`config.mk`:
```
export PLATFORM = sky130hd
export DESIGN_NAME = page_watch_refcount_table_unit
export DESIGN_NICKNAME = d
export VERILOG_FILES = /design/src/rtl/pwrt_pkg.sv /design/src/rtl/pwrt_scan.sv /design/src/rtl/page_watch_refcount_table_unit.sv
export SDC_FILE = /design/constraint.sdc
export NUM_CORES = 2
export LEC_CHECK = 0
export BUFFER_PORTS_ARGS = -buffer_cell sky130_fd_sc_hd__buf_2
export CAP_MARGIN = 15
export CORE_UTILIZATION = 50
export CTS_CLUSTER_DIAMETER = 120
export CTS_CLUSTER_SIZE = 28
export DETAILED_ROUTE_END_ITERATION = 8
export PLACE_DENSITY_LB_ADDON = 0.05
export SYNTH_ARGS = -nofsm -noshare
export SYNTH_HDL_FRONTEND = slang
export SYNTH_SLANG_ARGS = --single-unit
```
`constraint.sdc`:
```
create_clock -name clk -period 24.6 [get_ports clk]
set_input_delay 0 -clock clk [delete_from_list [all_inputs] [get_ports clk]]
set_output_delay 0 -clock clk [all_outputs]
set_load 0.01 [all_outputs]
```
`src/rtl/pwrt_pkg.sv`:
```
`timescale 1ns / 1ps
package pwrt_pkg;

  localparam logic [1:0] ACT_CHECK   = 2'd0;
  localparam logic [1:0] ACT_ENABLE  = 2'd1;
  localparam logic [1:0] ACT_DISABLE = 2'd2;

  localparam logic [1:0] STATUS_OK      = 2'd0;
  localparam logic [1:0] STATUS_NO_KIND = 2'd1;
  localparam logic [1:0] STATUS_FULL    = 2'd2;

  typedef logic [1:0] scan_op_t;

  localparam scan_op_t OP_LOOKUP = 2'd0;
  localparam scan_op_t OP_INSERT = 2'd1;
  localparam scan_op_t OP_REMOVE = 2'd2;

  typedef struct packed {
    logic     start;
    scan_op_t op;
  } scan_req_t;

  typedef struct packed {
    logic ready;
    logic done;
    logic hit;
    logic full;
    logic empty;
  } scan_rsp_t;

endpackage

```
`src/rtl/pwrt_scan.sv`:
```
`timescale 1ns / 1ps
module pwrt_scan #(
  parameter int TABLE_ENTRIES = 64,
  parameter int PAGE_W        = 36,
  parameter int COUNT_BITS    = 16
) (
  input  logic                clk,
  input  logic                rst,
  input  pwrt_pkg::scan_req_t req,
  input  logic [PAGE_W-1:0]   page,
  output pwrt_pkg::scan_rsp_t rsp
);
  import pwrt_pkg::*;

  localparam int IW = $clog2(TABLE_ENTRIES);
  localparam int CW = $clog2(TABLE_ENTRIES + 1);
  localparam int WW = 1 + PAGE_W + COUNT_BITS;
  localparam logic [COUNT_BITS-1:0] COUNT_MAX = {COUNT_BITS{1'b1}};

  localparam logic [1:0] S_CLEAR = 2'd0;
  localparam logic [1:0] S_IDLE  = 2'd1;
  localparam logic [1:0] S_SCAN  = 2'd2;
  localparam logic [1:0] S_WRITE = 2'd3;

  logic [WW-1:0]         mem [TABLE_ENTRIES];
  logic [WW-1:0]         rd_data;
  logic [1:0]            state;
  logic [CW-1:0]         cnt;
  logic [CW-1:0]         occ;
  logic                  rd_pend;
  logic [IW-1:0]         rd_idx;
  logic                  hit;
  logic [IW-1:0]         hit_idx;
  logic [COUNT_BITS-1:0] hit_rc;
  logic                  free_found;
  logic [IW-1:0]         free_idx;
  scan_op_t              op;
  logic [PAGE_W-1:0]     pg;

  logic                  re;
  logic                  we;
  logic [IW-1:0]         waddr;
  logic [WW-1:0]         wdata;
  logic                  rd_valid;
  logic [PAGE_W-1:0]     rd_page;
  logic [COUNT_BITS-1:0] rd_rc;

  assign re       = (state == S_SCAN) && (cnt < CW'(TABLE_ENTRIES));
  assign rd_valid = rd_data[WW-1];
  assign rd_page  = rd_data[WW-2:COUNT_BITS];
  assign rd_rc    = rd_data[COUNT_BITS-1:0];

  always_comb begin
    we    = 1'b0;
    waddr = hit ? hit_idx : free_idx;
    wdata = '0;
    case (state)
      S_CLEAR: begin
        we    = 1'b1;
        waddr = cnt[IW-1:0];
      end
      S_WRITE: begin
        case (op)
          OP_INSERT: begin
            we = hit || free_found;
            if (hit) begin
              wdata = {1'b1, pg, (hit_rc == COUNT_MAX) ? hit_rc : hit_rc + 1'b1};
            end else begin
              wdata = {1'b1, pg, COUNT_BITS'(1)};
            end
          end
          OP_REMOVE: begin
            we = hit;
            if (hit_rc < COUNT_BITS'(2)) begin
              wdata = {1'b0, pg, hit_rc};
            end else begin
              wdata = {1'b1, pg, hit_rc - 1'b1};
            end
          end
          default: we = 1'b0;
        endcase
      end
      default: we = 1'b0;
    endcase
  end

  always_ff @(posedge clk) begin
    if (we) begin
      mem[waddr] <= wdata;
    end
    if (re) begin
      rd_data <= mem[cnt[IW-1:0]];
    end
  end

  always_ff @(posedge clk) begin
    if (rst) begin
      state   <= S_CLEAR;
      cnt     <= '0;
      occ     <= '0;
      rd_pend <= 1'b0;
    end else begin
      case (state)
        S_CLEAR: begin
          cnt <= cnt + 1'b1;
          if (cnt[IW-1:0] == IW'(TABLE_ENTRIES - 1)) begin
            state <= S_IDLE;
          end
        end
        S_IDLE: begin
          if (req.start) begin
            op         <= req.op;
            pg         <= page;
            cnt        <= '0;
            hit        <= 1'b0;
            free_found <= 1'b0;
            rd_pend    <= 1'b0;
            state      <= S_SCAN;
          end
        end
        S_SCAN: begin
          rd_pend <= re;
          rd_idx  <= cnt[IW-1:0];
          if (re) begin
            cnt <= cnt + 1'b1;
          end
          if (rd_pend) begin
            if (rd_valid && rd_page == pg) begin
              hit     <= 1'b1;
              hit_idx <= rd_idx;
              hit_rc  <= rd_rc;
            end
            // keep the lowest free index
            if (!rd_valid && !free_found) begin
              free_found <= 1'b1;
              free_idx   <= rd_idx;
            end
            if (rd_idx == IW'(TABLE_ENTRIES - 1)) begin
              state <= S_WRITE;
            end
          end
        end
        S_WRITE: begin
          if (op == OP_INSERT && !hit && free_found) begin
            occ <= occ + 1'b1;
          end else if (op == OP_REMOVE && hit && hit_rc < COUNT_BITS'(2)) begin
            occ <= occ - 1'b1;
          end
          state <= S_IDLE;
        end
        default: state <= S_IDLE;
      endcase
    end
  end

  assign rsp.ready = (state == S_IDLE);
  assign rsp.done  = (state == S_WRITE);
  assign rsp.hit   = hit;
  assign rsp.full  = !hit && !free_found;
  assign rsp.empty = (occ == '0);

  a_occ_bound: assert property (@(posedge clk) disable iff (rst)
    occ <= CW'(TABLE_ENTRIES))
    else $error("occupancy above table size");

  a_start_idle: assert property (@(posedge clk) disable iff (rst)
    req.start && state == S_IDLE |=> state == S_SCAN)
    else $error("scan did not start");

  a_write_after_scan: assert property (@(posedge clk) disable iff (rst)
    state == S_WRITE |-> $past(state) == S_SCAN)
    else $error("write without a full scan");

endmodule

```
`src/rtl/page_watch_refcount_table_unit.sv`:
```
`timescale 1ns / 1ps
// channel | signals                                          | direction
// --------+--------------------------------------------------+----------
// input   | in_valid, in_stall, action .. page_count         | in
// output  | out_valid, out_stall, stop_needed .. unmap_request | out
//
// A check settled by the whole-memory counters, a whole-memory update or an item
// that touches no page goes straight to the result register; a table lookup waits
// for one entry-by-entry scan of the table memory, and a range for one such scan
// per page, an enable stopping early at the first page with no room.
// The input can take the next item in the cycle after the result register is loaded.
// After reset the table is cleared entry by entry with in_stall high.
// The result register holds a transfer under out_stall; the next item is taken
// meanwhile and waits in its final state until the register frees.
module page_watch_refcount_table_unit #(
  parameter int TABLE_ENTRIES = 64,
  parameter int PAGE_BITS     = 12,
  parameter int ADDRESS_BITS  = 48,
  parameter int COUNT_BITS    = 16
) (
  input  logic                              clk,
  input  logic                              rst,
  input  logic                              in_valid,
  output logic                              in_stall,
  input  logic [1:0]                        action,
  input  logic [ADDRESS_BITS-1:0]           fault_address,
  input  logic                              is_read,
  input  logic                              is_write,
  input  logic                              is_fetch,
  input  logic                              whole_memory,
  input  logic [2:0]                        access_kinds,
  input  logic [ADDRESS_BITS-PAGE_BITS-1:0] first_page,
  input  logic [7:0]                        page_count,
  output logic                              out_valid,
  input  logic                              out_stall,
  output logic                              stop_needed,
  output logic [1:0]                        status,
  output logic                              watching_active,
  output logic                              unmap_request
);
  import pwrt_pkg::*;

  localparam int PAGE_W = ADDRESS_BITS - PAGE_BITS;
  localparam logic [COUNT_BITS-1:0] COUNT_MAX = {COUNT_BITS{1'b1}};

  localparam logic [1:0] T_IDLE  = 2'd0;
  localparam logic [1:0] T_ISSUE = 2'd1;
  localparam logic [1:0] T_WAIT  = 2'd2;
  localparam logic [1:0] T_DONE  = 2'd3;

  logic [1:0]            state;
  logic [1:0]            act;
  logic [PAGE_W-1:0]     cursor;
  logic [7:0]            remaining;
  logic                  res_stop;
  logic [1:0]            res_status;
  logic                  touched;
  logic                  active_flag;
  logic [COUNT_BITS-1:0] g_read;
  logic [COUNT_BITS-1:0] g_write;
  logic [COUNT_BITS-1:0] g_exec;

  scan_req_t             req;
  scan_rsp_t             rsp;
  logic                  accept;
  logic                  global_stop;
  logic                  out_free;
  logic                  active_next;

  pwrt_scan #(
    .TABLE_ENTRIES(TABLE_ENTRIES),
    .PAGE_W       (PAGE_W),
    .COUNT_BITS   (COUNT_BITS)
  ) u_scan (
    .clk (clk),
    .rst (rst),
    .req (req),
    .page(cursor),
    .rsp (rsp)
  );

  assign in_stall    = (state != T_IDLE) || !rsp.ready;
  assign accept      = in_valid && !in_stall;
  assign global_stop = (is_read && g_read != '0) || (is_write && g_write != '0) ||
                       (is_fetch && g_exec != '0);
  assign out_free    = !out_valid || !out_stall;

  assign req.start = (state == T_ISSUE) && rsp.ready;
  assign req.op    = (act == ACT_CHECK) ? OP_LOOKUP :
                     (act == ACT_ENABLE) ? OP_INSERT : OP_REMOVE;

  always_comb begin
    active_next = active_flag;
    if (act == ACT_ENABLE && touched) begin
      active_next = 1'b1;
    end else if (act == ACT_DISABLE && res_status != STATUS_NO_KIND && g_read == '0 &&
                 g_write == '0 && g_exec == '0 && rsp.empty) begin
      active_next = 1'b0;
    end
  end

  always_ff @(posedge clk) begin
    if (rst) begin
      state       <= T_IDLE;
      out_valid   <= 1'b0;
      active_flag <= 1'b0;
      g_read      <= '0;
      g_write     <= '0;
      g_exec      <= '0;
    end else begin
      if (out_valid && !out_stall && state != T_DONE) begin
        out_valid <= 1'b0;
      end
      case (state)
        T_IDLE: begin
          if (accept) begin
            act       <= action;
            remaining <= page_count;
            case (action)
              ACT_CHECK: begin
                cursor     <= fault_address[ADDRESS_BITS-1:PAGE_BITS];
                res_stop   <= global_stop;
                res_status <= STATUS_OK;
                touched    <= 1'b0;
                state      <= global_stop ? T_DONE : T_ISSUE;
              end
              ACT_ENABLE, ACT_DISABLE: begin
                cursor     <= first_page;
                res_stop   <= 1'b0;
                res_status <= (access_kinds == 3'b000) ? STATUS_NO_KIND : STATUS_OK;
                touched    <= (access_kinds != 3'b000) && whole_memory &&
                              (action == ACT_ENABLE);
                state      <= (access_kinds != 3'b000 && !whole_memory &&
                               page_count != 8'd0) ? T_ISSUE : T_DONE;
                if (access_kinds != 3'b000 && whole_memory) begin
                  if (action == ACT_ENABLE) begin
                    if (access_kinds[0] && g_read != COUNT_MAX) g_read <= g_read + 1'b1;
                    if (access_kinds[1] && g_write != COUNT_MAX) g_write <= g_write + 1'b1;
                    if (access_kinds[2] && g_exec != COUNT_MAX) g_exec <= g_exec + 1'b1;
                  end else begin
                    if (access_kinds[0] && g_read != '0) g_read <= g_read - 1'b1;
                    if (access_kinds[1] && g_write != '0) g_write <= g_write - 1'b1;
                    if (access_kinds[2] && g_exec != '0) g_exec <= g_exec - 1'b1;
                  end
                end
              end
              default: begin
                cursor     <= first_page;
                res_stop   <= 1'b0;
                res_status <= STATUS_OK;
                touched    <= 1'b0;
                state      <= T_DONE;
              end
            endcase
          end
        end
        T_ISSUE: begin
          if (rsp.ready) begin
            state <= T_WAIT;
          end
        end
        T_WAIT: begin
          if (rsp.done) begin
            if (act == ACT_CHECK) begin
              res_stop <= rsp.hit;
              state    <= T_DONE;
            end else if (act == ACT_ENABLE && rsp.full) begin
              // stop at the first page with no room
              res_status <= STATUS_FULL;
              state      <= T_DONE;
            end else begin
              if (act == ACT_ENABLE) begin
                touched <= 1'b1;
              end
              cursor    <= cursor + 1'b1;
              remaining <= remaining - 1'b1;
              state     <= (remaining == 8'd1) ? T_DONE : T_ISSUE;
            end
          end
        end
        T_DONE: begin
          if (out_free) begin
            out_valid       <= 1'b1;
            stop_needed     <= res_stop;
            status          <= res_status;
            watching_active <= active_next;
            unmap_request   <= active_next && !active_flag;
            active_flag     <= active_next;
            state           <= T_IDLE;
          end
        end
        default: state <= T_IDLE;
      endcase
    end
  end

  a_unmap_active: assert property (@(posedge clk) disable iff (rst)
    out_valid && unmap_request |-> watching_active)
    else $error("unmap without active watching");

  a_accept_busy: assert property (@(posedge clk) disable iff (rst)
    accept |=> state != T_IDLE)
    else $error("accepted item dropped");

  a_done_in_wait: assert property (@(posedge clk) disable iff (rst)
    rsp.done |-> state == T_WAIT)
    else $error("scan result with nobody waiting");

  a_full_no_stop: assert property (@(posedge clk) disable iff (rst)
    out_valid && status == STATUS_FULL |-> !stop_needed && !unmap_request || watching_active)
    else $error("full status with inconsistent result");

endmodule
```
; Word level (Yosys, flattened, before mapping)
; Memory sizes are Yosys's and may differ from the RTL's. A register that Yosys moved wholly into a read port is not among the register bits.
; Cells that the tools add are included.
[totals]
reg_bits = 198
ramBits = 3392
in_bits = 105
wordCells = 262
memories = 1
[op_classes]
n_addsub = 13
n_lt_le_gt_ge = 2
n_eq_ne = 41
n_mux = 85
bitwise_logic = 1
reduce_logical = 91
[memory_table]
columns = name, words, word_bits, rd, rd_clocked_by_memory_dff, write_ports, line_no
row1 = u_scan.mem, 64, 53, 1, 1, 1, pwrt_scan.sv:25  ; logic [WW-1:0] mem [TABLE_ENTRIES];
[ops]
columns = cell, count
row1 = 36-bit 2-to-1 mux, 5
row2 = 16-bit 2-to-1 mux, 11
row3 = 53-bit 2-to-1 mux, 2
row4 = 53-bit one-hot mux with 2 select lines, 1
row5 = 36-bit one-hot mux with 2 select lines, 1
row6 = "16-bit by 1-bit adder with 16-bit output, second input constant", 4
row7 = "16-bit by 1-bit subtractor with 16-bit output, second input constant", 4
row8 = 16-bit logical NOT, 3
row9 = "16-bit inequality test, second input constant", 3
row10 = 16-bit nonzero test, 3
row11 = "36-bit by 1-bit adder with 36-bit output, second input constant", 1
row12 = 36-bit == test, 1
row13 = 2-bit 2-to-1 mux, 18
row14 = 1-bit logical AND, 33
row15 = 8-bit 2-to-1 mux, 4
row16 = 6-bit AND reduction, 5
row17 = 7-bit 2-to-1 mux, 4
row18 = "2-bit inequality test, second input constant", 14
row19 = 1-bit 2-to-1 mux, 24
row20 = 7-bit one-hot mux with 3 select lines, 1
row21 = "16-bit == test, second input constant", 1
row22 = "16-bit by 2-bit less-than comparator with 1-bit output, second input constant", 1
row23 = 2-bit one-hot mux with 4 select lines, 2
row24 = 8-bit one-hot mux with 2 select lines, 1
row25 = other kinds (27), 86

; Depth between registers and ports, before layout
[logic_depth]
ltp_word = 9
ltp_mapped = 13

; Hierarchy
; Synthesis repeated with hierarchy kept, for this count alone.
[unflattened]
cells_unflattened = 6623
hier_area_um2 = 143048.4
[by_module_without_submodules]
columns = module, instances, cells_per_inst, area_per_inst_um2
row1 = pwrt_scan, 1, 5732, 135287.3
row2 = page_watch_refcount_table_unit, 1, 891, 7761.2

; Least setup slack after synthesis
; Ideal clock, no wire load.
[synth_path]
path_kind = register to register
start = reg u_scan.state[1]
end = reg cursor[0] (enable)
setup_ps = 683
arrival_ps = 8007
required_time_ps = 23917
path_slack_ps = 15910
stages_incl_launch_ff = 7
path_buffers = 1
synth_period_minus_slack_ps = 8690
cell_sequence = dfxtp_1 > inv_1 > ha_1 > clkbuf_1 > and3_1 > a21oi_1 > a2111oi_0
[synth_between]
elab_chain_cells = 7
[synth_lines]
columns = element, line_no
row1 = "start, declared", pwrt_scan.sv:27  ; logic [1:0] state;
row2 = "start signal, assigned", pwrt_scan.sv:98  ; state <= S_CLEAR;
row3 = "start signal, assigned", pwrt_scan.sv:107  ; state <= S_IDLE;
row4 = "start signal, assigned", pwrt_scan.sv:118  ; state <= S_SCAN;
row5 = 2-bit by 1-bit == test with 1-bit output, pwrt_scan.sv:156  ; assign rsp.ready = (state == S_IDLE);
row6 = 1-bit logical NOT, page_watch_refcount_table_unit.sv:82  ; assign in_stall = (state != T_IDLE) || !rsp.ready;
row7 = 1-bit logical OR, page_watch_refcount_table_unit.sv:82
row8 = 1-bit logical NOT, page_watch_refcount_table_unit.sv:83  ; assign accept = in_valid && !in_stall;
row9 = 1-bit logical AND, page_watch_refcount_table_unit.sv:83
row10 = 2-bit inequality test (no line), -
row11 = 6-bit AND reduction (no line) (*), -
row12 = "end signal, assigned", page_watch_refcount_table_unit.sv:121  ; cursor <= fault_address[ADDRESS_BITS-1:PAGE_BITS];
row13 = "end signal, assigned", page_watch_refcount_table_unit.sv:128  ; cursor <= first_page;
row14 = "end signal, assigned", page_watch_refcount_table_unit.sv:148  ; cursor <= first_page;
row15 = "end, declared", page_watch_refcount_table_unit.sv:53  ; logic [PAGE_W-1:0] cursor;
; Every way passes the cells marked *; elsewhere a longest branch is shown, timed or not.
; A chain may end at the register's enable or synchronous reset.

; Worst setup path in the final report
[layout_path]
start = reg u_scan.cnt[0]
end = reg u_scan.rd_data[27] (read register of u_scan.mem) (data pin)
[layout_between]
elab_chain_cells = 2
[layout_lines]
columns = element, line_no
row1 = "start, declared", pwrt_scan.sv:28  ; logic [CW-1:0] cnt;
row2 = "start signal, assigned", pwrt_scan.sv:105  ; cnt <= cnt + 1'b1;
row3 = "start signal, assigned", pwrt_scan.sv:125  ; cnt <= cnt + 1'b1;
row4 = 7-bit less-than comparator, pwrt_scan.sv:48  ; assign re = (state == S_SCAN) && (cnt < CW'(TABLE_ENTRIES));
row5 = 1-bit logical AND, pwrt_scan.sv:48
row6 = "end, declared", pwrt_scan.sv:26  ; logic [WW-1:0] rd_data;
; Parallel ways exist; a longest one is shown, timed or not.

==> impl_metrics.env <==
export IMPL_outcome="finished, final reports clean"
export IMPL_switching_share_pct=26.9
export IMPL_hold_end="cursor[1]$_DFFE_PP_"
export IMPL_use_met3_pct=3.74
export IMPL_drt_iter0_markers=8930
export IMPL_numCtsBuffers=153
export IMPL_grt_setup_unrepaired="false"
export IMPL_power_density_mw_per_mm2=81.9
export IMPL_grt_max_degree=109
export IMPL_drtPass1Iterations=5
export IMPL_hold_violations=0
export IMPL_hold_slack_ns=0.0479
export IMPL_irDropWorstVdd_mv=0.103
export IMPL_die_y_um=538
export IMPL_vias=70200
export IMPL_rr_startpoint="u_scan.cnt[0]$_SDFFE_PP0P_"
export IMPL_fin_skew_ns=0.0441
export IMPL_synth_edf_count=3574
export IMPL_rows=196
export IMPL_yosysTopAreaCell="edfxtp_1"
export IMPL_grtUsageTotal_pct=27.5
export IMPL_clock_path_buffers=4
export IMPL_synth_cell_types=82
export IMPL_wl_per_cell_um=37.1
export IMPL_grt_pass1_wl_um=555000
export IMPL_combPwrFrac_pct=19.6
export IMPL_rr_worst_depth=10
export IMPL_place_congestion=0.824
export IMPL_ys_top_cells_by_area="edfxtp_1, mux4_2, mux2i_1"
export IMPL_power_switching_w=0.00342
export IMPL_core_area_mm2=0.286
export IMPL_p_int_w=0.00931
export IMPL_crit_path_end_kind="flip-flop"
export IMPL_grt_pass1_vias=69900
export IMPL_netlist_instances=6675
export IMPL_ctsResizeCount=0
export IMPL_p_leak_nw=42.6
export IMPL_dieArea_mm2=0.290
export IMPL_clock_latency_ns=0.90
export IMPL_drc=0
export IMPL_startpoint_type="flip-flop"
export IMPL_met2_usage_pct=44.3
export IMPL_die_w_um=538
export IMPL_dp_hpwl_um=215000
export IMPL_syn_area_mm2=0.144
export IMPL_period_needed_ns=6.75
export IMPL_yosys_warnings=0
export IMPL_ys_flop_type="edfxtp_1"
export IMPL_htreeDepth=4
export IMPL_synth_async_reset_ratio_pct=0
export IMPL_arrival_ns=7.36
export IMPL_initial_utilization_pct=50.3
export IMPL_timing_max_cap_violations=0
export IMPL_antenna_found_initial=11
export IMPL_critPathKind="reg2reg"
export IMPL_syn_to_final_growth_pct=8.11
export IMPL_hp_start="first_page[1]"
export IMPL_worstHoldPathCells=4
export IMPL_finalMaxSlewViolations=0
export IMPL_clk_pin_slew_worst_paths_ns=0.11
export IMPL_synth_top_area_share_pct=74.6
export IMPL_yosys_register_bits=3643
export IMPL_grt_overflow=0
export IMPL_reg2reg_to="u_scan.rd_data[27]$_DFFE_PP_"
export IMPL_cts_root_buffer="clkbuf_16"
export IMPL_cts_tree="done"
export IMPL_top_usage_layer="met2"
export IMPL_fillerInstances=21600
export IMPL_max_freq_mhz=148
export IMPL_io_buffers=99
export IMPL_drive_gt1_share_pct=23.7
export IMPL_postRouteAntennaNets=0
export IMPL_final_net_count=7111
export IMPL_synthesis_nets=6847
export IMPL_seq_area_frac_synth_pct=75.6
export IMPL_seq_power_share_pct=56.3
export IMPL_period_share_pct=27.5
export IMPL_setup_viol=0
export IMPL_relSlewSlack_pct=9.68
export IMPL_required_ns=25.21
export IMPL_hold_path_class="in2reg"
export IMPL_cts_sinks=3643
export IMPL_vias_per_cell=6.54
export IMPL_synthTopCellsByCount="edfxtp_1, mux4_2, nor2_1"
export IMPL_routed_wirelength_um=399000
export IMPL_syn_avg_cell_area_um2=21.5
export IMPL_r2r_slack_ns=17.85
export IMPL_post_synth_top_count_cell="edfxtp_1"
export IMPL_cp_max_fo=45
export IMPL_finalSetupTns_ns=0
export IMPL_tightest_slew_ns=1.35
export IMPL_grt_util_met1_pct=40.2
export IMPL_pin_count=112
export IMPL_power_frac_clock_pct=24.1
[cell usage in the layout (no fill, tap or decap), drive strengths merged, types with 13 or more instances in the layout]
cell and n:
edfxtp 3574, mux4 983, buf 334, nor2 215
a21oi 199, mux2i 186, clkbuf 176, nand2 141
dlygate4sd3 127, a211oi 109, nor2b 104, o21ai 101
xnor2 94, dfxtp 69, ha 63, nand3 57
and2 45, inv 38, nand4 35, xor2 35
nor3 29, nor4 23, mux2 20, and3 19
o211ai 16, a21o 16, a31oi 14, a22oi 13
[power groups by stage]
stage / clock network [W] / registers, W / logic [W]
floorplan: 0 / 0.00727 / 0.00177
global placement: 0 / 0.00730 / 0.00251
detailed placement: 0 / 0.00731 / 0.00250
CTS: 0.00313 / 0.00717 / 0.00253
global route: 0.00330 / 0.00719 / 0.00265
finish: 0.00306 / 0.00717 / 0.00250
[final cells by class]
cell class | instances | area, um^2 | share of cell area [%]
sequential | 3643 | 109000 | 69.9
multi-input combinational | 2647 | 33900 | 21.8
tap | 3762 | 4710 | 3.03
clock buffer | 175 | 4060 | 2.61
timing repair buffer | 462 | 3810 | 2.45
clock inverter | 10 | 126 | 0.0813
inverter | 32 | 120 | 0.0772
antenna | 4 | 10.0 | 0.00644
[registers in the layout, summed over array words and instances (netlist names), 2 cells and up]
name and flops:
u_scan.rd_idx 6, u_scan.free_idx 6, g_exec 16, status 2, g_read 16, u_scan.occ 7, act 2, remaining 8
u_scan.cnt 7, u_scan.state 2, u_scan.hit_rc 16, u_scan.hit_idx 6, state 2, res_status 2, u_scan.op 2, u_scan.mem 3392
u_scan.pg 36, u_scan.rd_data 53, cursor 36, g_write 16
[stage by stage]
step	cell area [um^2]	setup slack, ns	utilization [%]	total power, W	std cells
after floorplan	144000	15.91	-	0.00904	6675
after global placement	150000	17.62	52.4	0.00980	10400
final	156000	17.85	54.4	0.0127	10700
after CTS	155000	17.60	54.3	0.0128	10700
after global routing	155000	17.25	54.4	0.0131	10700
after detailed placement	150000	17.61	52.4	0.00982	10400
[kinds of logic (layout without fill, tap and decap cells)]
kind of cell / count (synthesis) / count (layout) / synth area share (%)
simple gates: 713 / 713 / 2.47
xor+xnor: 129 / 129 / 0.786
compound gates: 549 / 549 / 2.38
fa+ha+maj: 67 / 67 / 0.604
mux: 1189 / 1189 / 16.8
flops: 3643 / 3643 / 75.6
other cells: 0 / 4 / 0
buf+inv: 385 / 679 / 1.34
[critical path, cell delays in order (launching register included)]
cell and delay (ns):
dfxtp_4 0.77, buf_4 0.83, buf_4 0.65, buf_4 0.62
buf_4 0.70, buf_4 0.72, mux4_2 0.60, mux4_2 0.46
nor2b_1 0.15, a211oi_1 0.69, a21oi_1 0.08
[how the worst max path moves through the flow]
| stage | start | to | slack (ns) | cells past startpoint |
|---|---|---|---|---|
| 6_report | u_scan.cnt[0]$_SDFFE_PP0P_ | u_scan.rd_data[27]$_DFFE_PP_ | 17.85 | 10 |
| 2_1_floorplan | u_scan.state[1]$_SDFFE_PP0P_ | cursor[0]$_DFFE_PP_ | 15.91 | 6 |
| 3_3_place_gp | u_scan.cnt[0]$_SDFFE_PP0P_ | u_scan.rd_data[27]$_DFFE_PP_ | 17.62 | 10 |
| 3_5_place_dp | u_scan.cnt[0]$_SDFFE_PP0P_ | u_scan.rd_data[27]$_DFFE_PP_ | 17.61 | 10 |
| 4_1_cts | u_scan.cnt[0]$_SDFFE_PP0P_ | u_scan.rd_data[27]$_DFFE_PP_ | 17.60 | 10 |
| 5_1_grt | u_scan.cnt[0]$_SDFFE_PP0P_ | u_scan.rd_data[27]$_DFFE_PP_ | 17.25 | 10 |
[what timing repair did]
item                      4_1_cts  5_1_grt
hold buffers                  127        0
hold endpoints to repair      125        0
buffers inserted                0        0
[layer usage]
metal / part of all wire (%) / routed length, um / vias to the layer above
met4: 2.4 / 9750 / 2
li1: - / - / 28200
met5: 0.0033 / 13 / -
met3: 7.6 / 30200 / 400
met1: 42 / 167000 / 38700
met2: 48 / 192000 / 2827
No activity file was read; power rests on OpenSTA's default activity.
